`config.mk`:
```
export PLATFORM = sky130hd
export DESIGN_NAME = session_table_with_expiry_core
export DESIGN_NICKNAME = d
export VERILOG_FILES = /design/src/hw/rtl/stwe_pkg.sv /design/src/hw/rtl/stwe_ram.sv /design/src/hw/rtl/stwe_front.sv /design/src/hw/rtl/stwe_back.sv /design/src/hw/rtl/session_table_with_expiry_core.sv
export SDC_FILE = /design/constraint.sdc
export NUM_CORES = 2
export LEC_CHECK = 0
export ABC_AREA = 1
export BUFFER_PORTS_ARGS = -buffer_cell sky130_fd_sc_hd__clkbuf_2
export CAP_MARGIN = 20
export CORE_ASPECT_RATIO = 1.5
export CORE_MARGIN = 2
export CORE_UTILIZATION = 40
export DETAILED_ROUTE_END_ITERATION = 10
export PLACE_DENSITY = 0.61
export SETUP_SLACK_MARGIN = 0.02
export SYNTH_ARGS = -nofsm -noshare
export SYNTH_HDL_FRONTEND = slang
export SYNTH_SLANG_ARGS = --single-unit
```
`constraint.sdc`:
```
create_clock -name clock -period 21.9 [get_ports clock]
set_clock_uncertainty 0.15 [all_clocks]
set_input_delay 4.38 -clock clock [delete_from_list [all_inputs] [get_ports clock]]
set_output_delay 4.38 -clock clock [all_outputs]
set_load 0.02 [all_outputs]
```
`src/hw/rtl/stwe_pkg.sv`:
```
`default_nettype none

package stwe_pkg;

   // Operation codes as they arrive on the request channel.
   localparam logic [2:0] OP_REGISTER = 3'd0;
   localparam logic [2:0] OP_DELETE   = 3'd1;
   localparam logic [2:0] OP_CLEAR    = 3'd2;
   localparam logic [2:0] OP_EXPIRE   = 3'd3;
   localparam logic [2:0] OP_LOOKUP   = 3'd4;
   localparam logic [2:0] OP_RENEW    = 3'd5;
   localparam logic [2:0] OP_COUNT    = 3'd6;

   localparam int ID_W    = 32;
   localparam int TIME_W  = 32;
   localparam int COUNT_W = 5;

   // What the back end has to do with a command. Count, the unused code and a
   // register of id zero all leave the table alone and only report the count.
   typedef enum logic [2:0] {
      KIND_REGISTER,
      KIND_DELETE,
      KIND_CLEAR,
      KIND_EXPIRE,
      KIND_LOOKUP,
      KIND_RENEW,
      KIND_REPORT
   } cmd_kind_type;

   // Classified command handed from the front end to the back end.
   typedef struct packed {
      cmd_kind_type      kind;
      logic              needs_scan;
      logic [ID_W-1:0]   session_id;
      logic [TIME_W-1:0] expiry_time;
      logic [TIME_W-1:0] now_time;
   } cmd_type;

   // One result item.
   typedef struct packed {
      logic               ok;
      logic               found;
      logic [TIME_W-1:0]  stored_expiry;
      logic [ID_W-1:0]    assigned_id;
      logic [COUNT_W-1:0] entry_count;
      logic               clock_wrapped;
   } rsp_type;

endpackage

`default_nettype wire

```
`src/hw/rtl/stwe_ram.sv`:
```
`default_nettype none

module stwe_ram #(
   parameter int WIDTH = 32,
   parameter int DEPTH = 16,
   localparam int ADDR_W = (DEPTH > 1) ? $clog2(DEPTH) : 1
) (
   input  wire logic              clock,
   input  wire logic              wr_en,
   input  wire logic [ADDR_W-1:0] wr_addr,
   input  wire logic [WIDTH-1:0]  wr_data,
   input  wire logic              rd_en,
   input  wire logic [ADDR_W-1:0] rd_addr,
   output logic      [WIDTH-1:0]  rd_data
);

   logic [WIDTH-1:0] mem_ff [DEPTH];

   // One write port and one registered read port.
   always_ff @(posedge clock) begin
      if (wr_en) begin
         mem_ff[wr_addr] <= wr_data;
      end
      if (rd_en) begin
         rd_data <= mem_ff[rd_addr];
      end
   end

endmodule

`default_nettype wire

```
`src/hw/rtl/stwe_front.sv`:
```
`default_nettype none

module stwe_front
   import stwe_pkg::*;
(
   input  wire logic              clock,
   input  wire logic              reset,
   input  wire logic              req_push,
   output logic                   req_full,
   input  wire logic [2:0]        req_opcode,
   input  wire logic [ID_W-1:0]   req_session_id,
   input  wire logic [TIME_W-1:0] req_expiry_time,
   input  wire logic [TIME_W-1:0] req_now_time,
   output logic                   cmd_vld,
   output cmd_type                cmd,
   input  wire logic              cmd_take
);

   localparam int QUEUE_DEPTH = 2;

   cmd_type     slot_ff [QUEUE_DEPTH];
   logic [1:0]  fill_ff, fill_in;
   logic        wr_ptr_ff, wr_ptr_in;
   logic        rd_ptr_ff, rd_ptr_in;
   logic        push;
   logic        pop;
   cmd_type     new_cmd;

   // Classify the incoming item so the back end only sees what it must do.
   always_comb begin
      new_cmd.session_id  = req_session_id;
      new_cmd.expiry_time = req_expiry_time;
      new_cmd.now_time    = req_now_time;
      new_cmd.kind        = KIND_REPORT;
      new_cmd.needs_scan  = 1'b0;
      case (req_opcode)
         OP_REGISTER: begin
            if (req_session_id != '0) begin
               new_cmd.kind       = KIND_REGISTER;
               new_cmd.needs_scan = 1'b1;
            end
         end
         OP_DELETE: begin
            new_cmd.kind       = KIND_DELETE;
            new_cmd.needs_scan = 1'b1;
         end
         OP_CLEAR: begin
            new_cmd.kind = KIND_CLEAR;
         end
         OP_EXPIRE: begin
            new_cmd.kind       = KIND_EXPIRE;
            new_cmd.needs_scan = 1'b1;
         end
         OP_LOOKUP: begin
            new_cmd.kind       = KIND_LOOKUP;
            new_cmd.needs_scan = 1'b1;
         end
         OP_RENEW: begin
            new_cmd.kind       = KIND_RENEW;
            new_cmd.needs_scan = 1'b1;
         end
         OP_COUNT: begin
            new_cmd.kind = KIND_REPORT;
         end
         default: begin
            new_cmd.kind = KIND_REPORT;
         end
      endcase
   end

   // Two-entry command queue between the front and back ends.
   assign req_full = (fill_ff == 2'(QUEUE_DEPTH));
   assign cmd_vld  = (fill_ff != 2'd0);
   assign cmd      = slot_ff[rd_ptr_ff];
   assign push     = req_push && !req_full;
   assign pop      = cmd_take && cmd_vld;

   always_comb begin
      wr_ptr_in = push ? !wr_ptr_ff : wr_ptr_ff;
      rd_ptr_in = pop  ? !rd_ptr_ff : rd_ptr_ff;
      fill_in   = fill_ff;
      if (push && !pop) begin
         fill_in = fill_ff + 2'd1;
      end else if (pop && !push) begin
         fill_in = fill_ff - 2'd1;
      end
   end

   always_ff @(posedge clock) begin
      if (reset) begin
         fill_ff   <= '0;
         wr_ptr_ff <= 1'b0;
         rd_ptr_ff <= 1'b0;
      end else begin
         fill_ff   <= fill_in;
         wr_ptr_ff <= wr_ptr_in;
         rd_ptr_ff <= rd_ptr_in;
      end
   end

   always_ff @(posedge clock) begin
      if (push) begin
         slot_ff[wr_ptr_ff] <= new_cmd;
      end
   end

endmodule

`default_nettype wire

```
`src/hw/rtl/stwe_back.sv`:
```
`default_nettype none

module stwe_back
   import stwe_pkg::*;
#(
   parameter int TABLE_ENTRIES = 16
) (
   input  wire logic    clock,
   input  wire logic    reset,
   input  wire logic    cmd_vld,
   input  wire cmd_type cmd,
   output logic         cmd_take,
   output logic         res_vld,
   output rsp_type      res,
   input  wire logic    res_pop
);

   localparam int IDX_W = (TABLE_ENTRIES > 1) ? $clog2(TABLE_ENTRIES) : 1;
   localparam int CNT_W = $clog2(TABLE_ENTRIES + 1);
   localparam logic [CNT_W-1:0] ENTRIES_CNT = CNT_W'(TABLE_ENTRIES);
   localparam logic [IDX_W-1:0] LAST_IDX    = IDX_W'(TABLE_ENTRIES - 1);

   typedef enum logic [2:0] {
      ST_IDLE   = 3'b001,
      ST_SCAN   = 3'b010,
      ST_FINISH = 3'b100
   } back_state_type;

   back_state_type           state_ff, state_in;
   cmd_type                  cmd_ff, cmd_in;
   logic                     wrap_ff, wrap_in;
   logic [TABLE_ENTRIES-1:0] valid_ff, valid_in;
   logic [CNT_W-1:0]         count_ff, count_in;
   logic [TIME_W-1:0]        last_now_ff, last_now_in;
   logic [CNT_W-1:0]         issue_ff, issue_in;
   logic                     chk_vld_ff, chk_vld_in;
   logic [IDX_W-1:0]         chk_idx_ff, chk_idx_in;
   logic                     hit_ff, hit_in;
   logic [IDX_W-1:0]         hit_idx_ff, hit_idx_in;
   logic [TIME_W-1:0]        hit_exp_ff, hit_exp_in;
   logic                     free_ff, free_in;
   logic [IDX_W-1:0]         free_idx_ff, free_idx_in;
   logic                     res_vld_ff, res_vld_in;
   rsp_type                  res_ff, res_in;

   logic                     rd_en;
   logic                     wr_en;
   logic [IDX_W-1:0]         wr_addr;
   logic [ID_W-1:0]          id_rd;
   logic [TIME_W-1:0]        exp_rd;

   logic                     entry_v;
   logic                     take_wrap;
   logic                     finish_go;
   logic                     do_insert;
   logic                     do_update;
   logic                     do_delete;
   logic                     do_clear;
   logic [CNT_W-1:0]         count_after;
   logic [CNT_W+COUNT_W-1:0] count_wide;

   // Id and expiry stores, read one entry a cycle during the scan.
   stwe_ram #(.WIDTH(ID_W), .DEPTH(TABLE_ENTRIES)) u_id_ram (
      .clock   (clock),
      .wr_en   (wr_en),
      .wr_addr (wr_addr),
      .wr_data (cmd_ff.session_id),
      .rd_en   (rd_en),
      .rd_addr (issue_ff[IDX_W-1:0]),
      .rd_data (id_rd)
   );

   stwe_ram #(.WIDTH(TIME_W), .DEPTH(TABLE_ENTRIES)) u_exp_ram (
      .clock   (clock),
      .wr_en   (wr_en),
      .wr_addr (wr_addr),
      .wr_data (cmd_ff.expiry_time),
      .rd_en   (rd_en),
      .rd_addr (issue_ff[IDX_W-1:0]),
      .rd_data (exp_rd)
   );

   assign entry_v   = valid_ff[chk_idx_ff];
   assign take_wrap = (cmd.kind == KIND_EXPIRE) && (cmd.now_time < last_now_ff);
   assign finish_go = !res_vld_ff || res_pop;

   // Outcome of the command once the scan has found its match and free slot.
   assign do_insert = ((cmd_ff.kind == KIND_REGISTER) || (cmd_ff.kind == KIND_RENEW))
                      && !hit_ff && free_ff;
   assign do_update = (cmd_ff.kind == KIND_RENEW) && hit_ff;
   assign do_delete = (cmd_ff.kind == KIND_DELETE) && hit_ff;
   assign do_clear  = (cmd_ff.kind == KIND_CLEAR) || wrap_ff;
   assign wr_addr   = do_update ? hit_idx_ff : free_idx_ff;

   always_comb begin
      count_after = count_ff;
      if (do_clear) begin
         count_after = '0;
      end else if (do_insert) begin
         count_after = count_ff + CNT_W'(1);
      end else if (do_delete) begin
         count_after = count_ff - CNT_W'(1);
      end
   end

   assign count_wide = {{COUNT_W{1'b0}}, count_after};

   // Sequencer: take a command, scan the table when it needs one, then commit and report.
   always_comb begin
      state_in    = state_ff;
      cmd_in      = cmd_ff;
      wrap_in     = wrap_ff;
      valid_in    = valid_ff;
      count_in    = count_ff;
      last_now_in = last_now_ff;
      issue_in    = issue_ff;
      chk_vld_in  = chk_vld_ff;
      chk_idx_in  = chk_idx_ff;
      hit_in      = hit_ff;
      hit_idx_in  = hit_idx_ff;
      hit_exp_in  = hit_exp_ff;
      free_in     = free_ff;
      free_idx_in = free_idx_ff;
      res_in      = res_ff;
      res_vld_in  = res_vld_ff && !res_pop;
      cmd_take    = 1'b0;
      rd_en       = 1'b0;
      wr_en       = 1'b0;
      case (state_ff)
         ST_IDLE: begin
            if (cmd_vld) begin
               cmd_take   = 1'b1;
               cmd_in     = cmd;
               wrap_in    = take_wrap;
               issue_in   = '0;
               chk_vld_in = 1'b0;
               hit_in     = 1'b0;
               free_in    = 1'b0;
               state_in   = (cmd.needs_scan && !take_wrap) ? ST_SCAN : ST_FINISH;
            end
         end
         ST_SCAN: begin
            // Issue the next read while the previous entry is checked.
            if (issue_ff < ENTRIES_CNT) begin
               rd_en      = 1'b1;
               issue_in   = issue_ff + CNT_W'(1);
               chk_vld_in = 1'b1;
               chk_idx_in = issue_ff[IDX_W-1:0];
            end else begin
               chk_vld_in = 1'b0;
            end
            if (chk_vld_ff) begin
               if (entry_v && (id_rd == cmd_ff.session_id) && !hit_ff) begin
                  hit_in     = 1'b1;
                  hit_idx_in = chk_idx_ff;
                  hit_exp_in = exp_rd;
               end
               if (!entry_v && !free_ff) begin
                  free_in     = 1'b1;
                  free_idx_in = chk_idx_ff;
               end
               if ((cmd_ff.kind == KIND_EXPIRE) && entry_v && (exp_rd < cmd_ff.now_time)) begin
                  valid_in[chk_idx_ff] = 1'b0;
                  count_in             = count_ff - CNT_W'(1);
               end
               if (chk_idx_ff == LAST_IDX) begin
                  state_in = ST_FINISH;
               end
            end
         end
         ST_FINISH: begin
            // Commit only when the result register can take the item.
            if (finish_go) begin
               wr_en    = do_insert || do_update;
               count_in = count_after;
               if (do_clear) begin
                  valid_in = '0;
               end else if (do_insert) begin
                  valid_in[free_idx_ff] = 1'b1;
               end else if (do_delete) begin
                  valid_in[hit_idx_ff] = 1'b0;
               end
               if (cmd_ff.kind == KIND_EXPIRE) begin
                  last_now_in = cmd_ff.now_time;
               end
               res_in.ok            = do_insert || do_update || do_delete;
               res_in.found         = (cmd_ff.kind == KIND_LOOKUP) && hit_ff;
               res_in.stored_expiry = ((cmd_ff.kind == KIND_LOOKUP) && hit_ff) ? hit_exp_ff : '0;
               res_in.assigned_id   = ((cmd_ff.kind == KIND_REGISTER) && do_insert)
                                      ? cmd_ff.session_id : '0;
               res_in.entry_count   = count_wide[COUNT_W-1:0];
               res_in.clock_wrapped = wrap_ff;
               res_vld_in           = 1'b1;
               state_in             = ST_IDLE;
            end
         end
         default: begin
            state_in = ST_IDLE;
         end
      endcase
   end

   always_ff @(posedge clock) begin
      if (reset) begin
         state_ff    <= ST_IDLE;
         valid_ff    <= '0;
         count_ff    <= '0;
         last_now_ff <= '0;
         chk_vld_ff  <= 1'b0;
         res_vld_ff  <= 1'b0;
      end else begin
         state_ff    <= state_in;
         valid_ff    <= valid_in;
         count_ff    <= count_in;
         last_now_ff <= last_now_in;
         chk_vld_ff  <= chk_vld_in;
         res_vld_ff  <= res_vld_in;
      end
   end

   always_ff @(posedge clock) begin
      cmd_ff      <= cmd_in;
      wrap_ff     <= wrap_in;
      issue_ff    <= issue_in;
      chk_idx_ff  <= chk_idx_in;
      hit_ff      <= hit_in;
      hit_idx_ff  <= hit_idx_in;
      hit_exp_ff  <= hit_exp_in;
      free_ff     <= free_in;
      free_idx_ff <= free_idx_in;
      res_ff      <= res_in;
   end

   assign res_vld = res_vld_ff;
   assign res     = res_ff;

endmodule

`default_nettype wire

```
`src/hw/rtl/session_table_with_expiry_core.sv`:
```
// Session table with expiry.
//
// Requests enter through a queue-like port: drive the fields and raise
// req_push; the item is taken at a clock edge where req_full is low. Results
// leave the same way: while rsp_empty is low the oldest result is on the rsp_
// ports, and raising rsp_pop takes it at that edge. Every request gives one
// result, in order.
// A two-entry command queue holds requests while the table engine works.
// Lookup, register, renew, delete and expire walk the id and expiry memories
// one entry per cycle, then commit and write the result register. Clear all,
// count, a register of id zero and an expire that sees the time go backwards
// need no walk and go straight from taking the command to the commit.
// Reset empties both queues, marks every entry invalid and zeroes the last
// seen time; the first request is taken on the cycle after reset falls.
// If the receiver does not pop, the finished result stays in its register,
// the engine holds its next result uncommitted, and the command queue keeps
// accepting until it is full.
`default_nettype none

module session_table_with_expiry_core
   import stwe_pkg::*;
#(
   parameter int TABLE_ENTRIES = 16
) (
   input  wire logic              clock,
   input  wire logic              reset,
   input  wire logic              req_push,
   output logic                   req_full,
   input  wire logic [2:0]        req_opcode,
   input  wire logic [ID_W-1:0]   req_session_id,
   input  wire logic [TIME_W-1:0] req_expiry_time,
   input  wire logic [TIME_W-1:0] req_now_time,
   output logic                   rsp_empty,
   input  wire logic              rsp_pop,
   output logic                   rsp_ok,
   output logic                   rsp_found,
   output logic [TIME_W-1:0]      rsp_stored_expiry,
   output logic [ID_W-1:0]        rsp_assigned_id,
   output logic [COUNT_W-1:0]     rsp_entry_count,
   output logic                   rsp_clock_wrapped
);

   logic    cmd_vld;
   cmd_type cmd;
   logic    cmd_take;
   logic    res_vld;
   rsp_type res;

   // Front end: accept and classify requests.
   stwe_front u_front (
      .clock           (clock),
      .reset           (reset),
      .req_push        (req_push),
      .req_full        (req_full),
      .req_opcode      (req_opcode),
      .req_session_id  (req_session_id),
      .req_expiry_time (req_expiry_time),
      .req_now_time    (req_now_time),
      .cmd_vld         (cmd_vld),
      .cmd             (cmd),
      .cmd_take        (cmd_take)
   );

   // Back end: table walk, commit and result register.
   stwe_back #(.TABLE_ENTRIES(TABLE_ENTRIES)) u_back (
      .clock    (clock),
      .reset    (reset),
      .cmd_vld  (cmd_vld),
      .cmd      (cmd),
      .cmd_take (cmd_take),
      .res_vld  (res_vld),
      .res      (res),
      .res_pop  (rsp_pop)
   );

   assign rsp_empty         = !res_vld;
   assign rsp_ok            = res.ok;
   assign rsp_found         = res.found;
   assign rsp_stored_expiry = res.stored_expiry;
   assign rsp_assigned_id   = res.assigned_id;
   assign rsp_entry_count   = res.entry_count;
   assign rsp_clock_wrapped = res.clock_wrapped;

endmodule

`default_nettype wire

```
==> flow_summary.toml <==
[floorplan]
row_count = 176
ios = 177
die-area_um2 = 157000
start_util = 0.402
die_y_um = 484
die_width_um = 324
core_area_um2 = 153000

[worst_setup_path]
arrival_ps = 7010
critPathBufInv = 3
path_delay_family = "simple AND/OR/NAND/NOR gates"
cpMostUsedCell = "nand2_1"
r2r_slack_ps = 16550
cp_data_required_time_ps = 22140
max_stage_delay_ps = 850
worst_setup_path_start_kind = "primary input"
crit_path_cell_trace = "clkbuf_2, nor2_1, inv_1, nand2_1, nor3_1, nand2_1, nor2_4, buf_4"
crit_fanout = 38
crit_slowest_cell = "nor2_4"
crit_path_end_kind = "flip-flop"
critical_path_class = "primary input to flip-flop"

[global_route]
grt_first_pass_wirelength_um = 236000
grt_pass1_vias = 37240
grt_max_degree = 150
antenna_found_initial = 10
grt_usage = 0.202
grt-ovfl-total = 0

[timing]
worst_slew_pin_slew_ps = 1070
finalSetupTns_ps = 0
fin_crit_sh = 0.309
finalSetupViolations = 0
fin_crit_ps = 6770
fmax_ghz = 0.148
hold_violations = 0
slew_headroom = 0.285
grt_setup_unrepaired = "false"
slew_violations = 0

[cts]
worst_skew_pair.late_latency_ps = 790
numCtsBuffers = 147
cts_tree = "done"
cts.path.max_buffers = 3
cts_resized = 0
cts_sinks = 1574
htreeDepth = 4
cts_setup_buffers = 0
cts_root_buffer = "clkbuf_16"
clkTransAtPathRegs_ps = 60
cts_hold_buf = 0

[placement]
placed_cells = 6732
gp_congestion = 0.878
port_buffers = 176
place_area_um2 = 64700
dp_hpwl_um = 95000

[power_and_ir_drop]
leakagePower_uw = 0.0242
power_density_nw_per_um2 = 132
irDropWorstVdd_v = 0.0000914
clockPowerShare = 0.276
switchingPower_uw = 3230
p_seq_frac = 0.474
pwr-share-comb = 0.251
internal_power_uw = 5940
switching_share = 0.352

[route]
drcViolationCount = 0
top_layer = "met4"
vias = 37524
met1_length_um = 61800
wl_um = 160000
wl_per_cell_um = 22.8
drt_first_pass_iters = 5
wl_met3_um = 8960
drtIter0Drc = 3329
vias_per_cell = 5.35
ant_nets = 0
dr_wl_met2_um = 82200

[status]
status = "completed"

[final_layout]
nNetsFinal = 5005
fin_cells = 7008
multi_input_area_um2 = 13100
fillCellCount = 13579
ff_latch_area_um2 = 46600
drive_gt1_frac = 0.104
syn_to_final_growth_pct = 13.1
design_area_um2 = 69500

[synthesis]
ys_ff_latch = 1574
synth.avg_cell_area_um2 = 13.1
synth_nets = 4859
syn_inst = 4690
synth_warnings = 0
ys_seq_area_frac = 0.759
synth_area_um2 = 61400
ys_types = 48

[flow_run]
drv_cap = 0

[min_path]
min_path_type = "flip-flop to flip-flop"
## cell type report
class,instances,share of cell area
Antenna cell,6,0.000216
Clock buffer,186,0.0572
Clock inverter,82,0.0108
Inverter,235,0.0129
Multi-Input combinational cell,2634,0.189
Sequential cell,1574,0.671
Tap cell,2047,0.0369
Timing Repair Buffer,244,0.0215
## worst register-to-register path, cell delays in order (launching register included)
cell      delay, ps
edfxtp_1        800
buf_4           490
inv_8           620
buf_12          530
buf_4           740
buf_4           690
nand2_1         170
a221oi_1        390
o21ai_0         160
nand2_1         370
## final timing paths
| path | startpoint | to | depth (start not counted) |
|---|---|---|---|
| hold reg to reg | u_back.last_now_ff[0] | u_back.last_now_ff[0] | 2 |
| hold / removal | u_back.last_now_ff[0] | u_back.last_now_ff[0] | 2 |
| setup / recovery | rsp_pop | u_back.u_exp_ram.mem_ff[1][16] | 8 |
| setup reg to reg | u_back.issue_ff[0] | u_back.u_exp_ram.rd_data[16] | 9 |
## power by group through the flow
stage          clock network, µW  logic [µW]  registers (µW)
5_1_grt                     2680        2530            4390
4_1_cts                     2570        2300            4340
3_5_place_dp                   0        2290            4400
2_1_floorplan                  0        1410            4240
6_report                    2530        2300            4340
3_3_place_gp                   0        2250            4390
## Yosys cell counts, drive strengths merged
cell,count,share of area
or2,14,0.0014
a31o,1,0.00014
nor3b,2,0.00024
mux2i,2,0.00033
nor4b,2,0.00029
edfxtp,1511,0.74
dfxtp,63,0.021
nand3b,2,0.00024
nand2,904,0.056
o21bai,1,0.00012
xnor2,5,0.00071
nand3,133,0.011
a22oi,4,0.00049
clkbuf,214,0.013
inv,235,0.014
nor2,443,0.027
a31oi,6,0.00086
buf,33,0.0026
a32oi,1,0.00014
o21a,2,0.00024
nor3,19,0.0017
nor4,13,0.0013
o221ai,47,0.0067
o2111ai,4,0.00057
ha,66,0.013
o31ai,5,0.00061
a21oi,259,0.021
o21ai,434,0.035
a211oi,9,0.0011
a32o,3,0.00049
o211ai,4,0.00049
and3,3,0.00031
a41o,1,0.00016
a221oi,81,0.012
nand4,71,0.0072
xor2,6,0.00086
o22ai,87,0.0089
## placed cells by master (no fill, tap or decap), types with 5 or more instances in the layout
cell           n
edfxtp_1    1511
nand3_1      133
dfxtp_1       62
a31oi_1        5
or2_2         14
xnor2_1        5
nor4_1        13
clkbuf_16    151
bufinv_16     11
clkinv_1      32
o31ai_1        5
o221ai_1      47
o22ai_1       87
clkbuf_1      29
nand4_1       71
a221oi_1      81
inv_1        222
o21ai_0      429
xor2_1         6
buf_12         5
nand2_1      897
o21ai_1        5
clkinv_2      22
clkbuf_8       6
a21oi_1      259
buf_4         61
nor2_1       416
clkinvlp_4     7
nor2_4        24
diode_2        6
ha_1          66
a211oi_1       9
nor3_1        18
inv_2          7
clkbuf_2     176
inv_6          7
## layer usage
layer,vias to the layer above,global-route usage
met4,0,0.0906
met1,18612,0.246
met3,313,0.0283
met5,-,0
li1,17351,-
met2,1248,0.355
## metrics by stage
stage / power (µW) / util / hold WS, ps / setup slack, ps
2_1_floorplan: 5650 / - / 271 / 11190
3_3_place_gp: 6640 / 0.423 / 278 / 14330
3_5_place_dp: 6700 / 0.423 / 292 / 14330
4_1_cts: 9220 / 0.454 / 305 / 15140
5_1_grt: 9600 / 0.455 / 333 / 15030
6_report: 9170 / 0.455 / 304 / 15130
## sequential cells by signal, indices dropped and copies added, names as in the netlist, 5 cells and up, named ones only
name                      cells
u_back.cmd_ff                99
u_back.count_ff               5
u_back.hit_exp_ff            32
u_back.issue_ff               5
u_back.last_now_ff           32
u_back.res                   72
u_back.u_exp_ram.mem_ff     512
u_back.u_exp_ram.rd_data     32
u_back.u_id_ram.mem_ff      512
u_back.u_id_ram.rd_data      32
u_back.valid_ff              16
u_front.slot_ff             200
## logic make-up after synthesis
| group | share of synthesized area |
|---|---|
| and+or+nand+nor | 0.107 |
| DFF | 0.759 |
| AOI/OAI and AO/OA | 0.0890 |
| buffers and inverters | 0.0300 |
| adders and majority gates | 0.0134 |
| xor gates and xnor gates | 0.00157 |
| muxes | 0.000326 |
No activity file was read; power rests on OpenSTA's default activity.
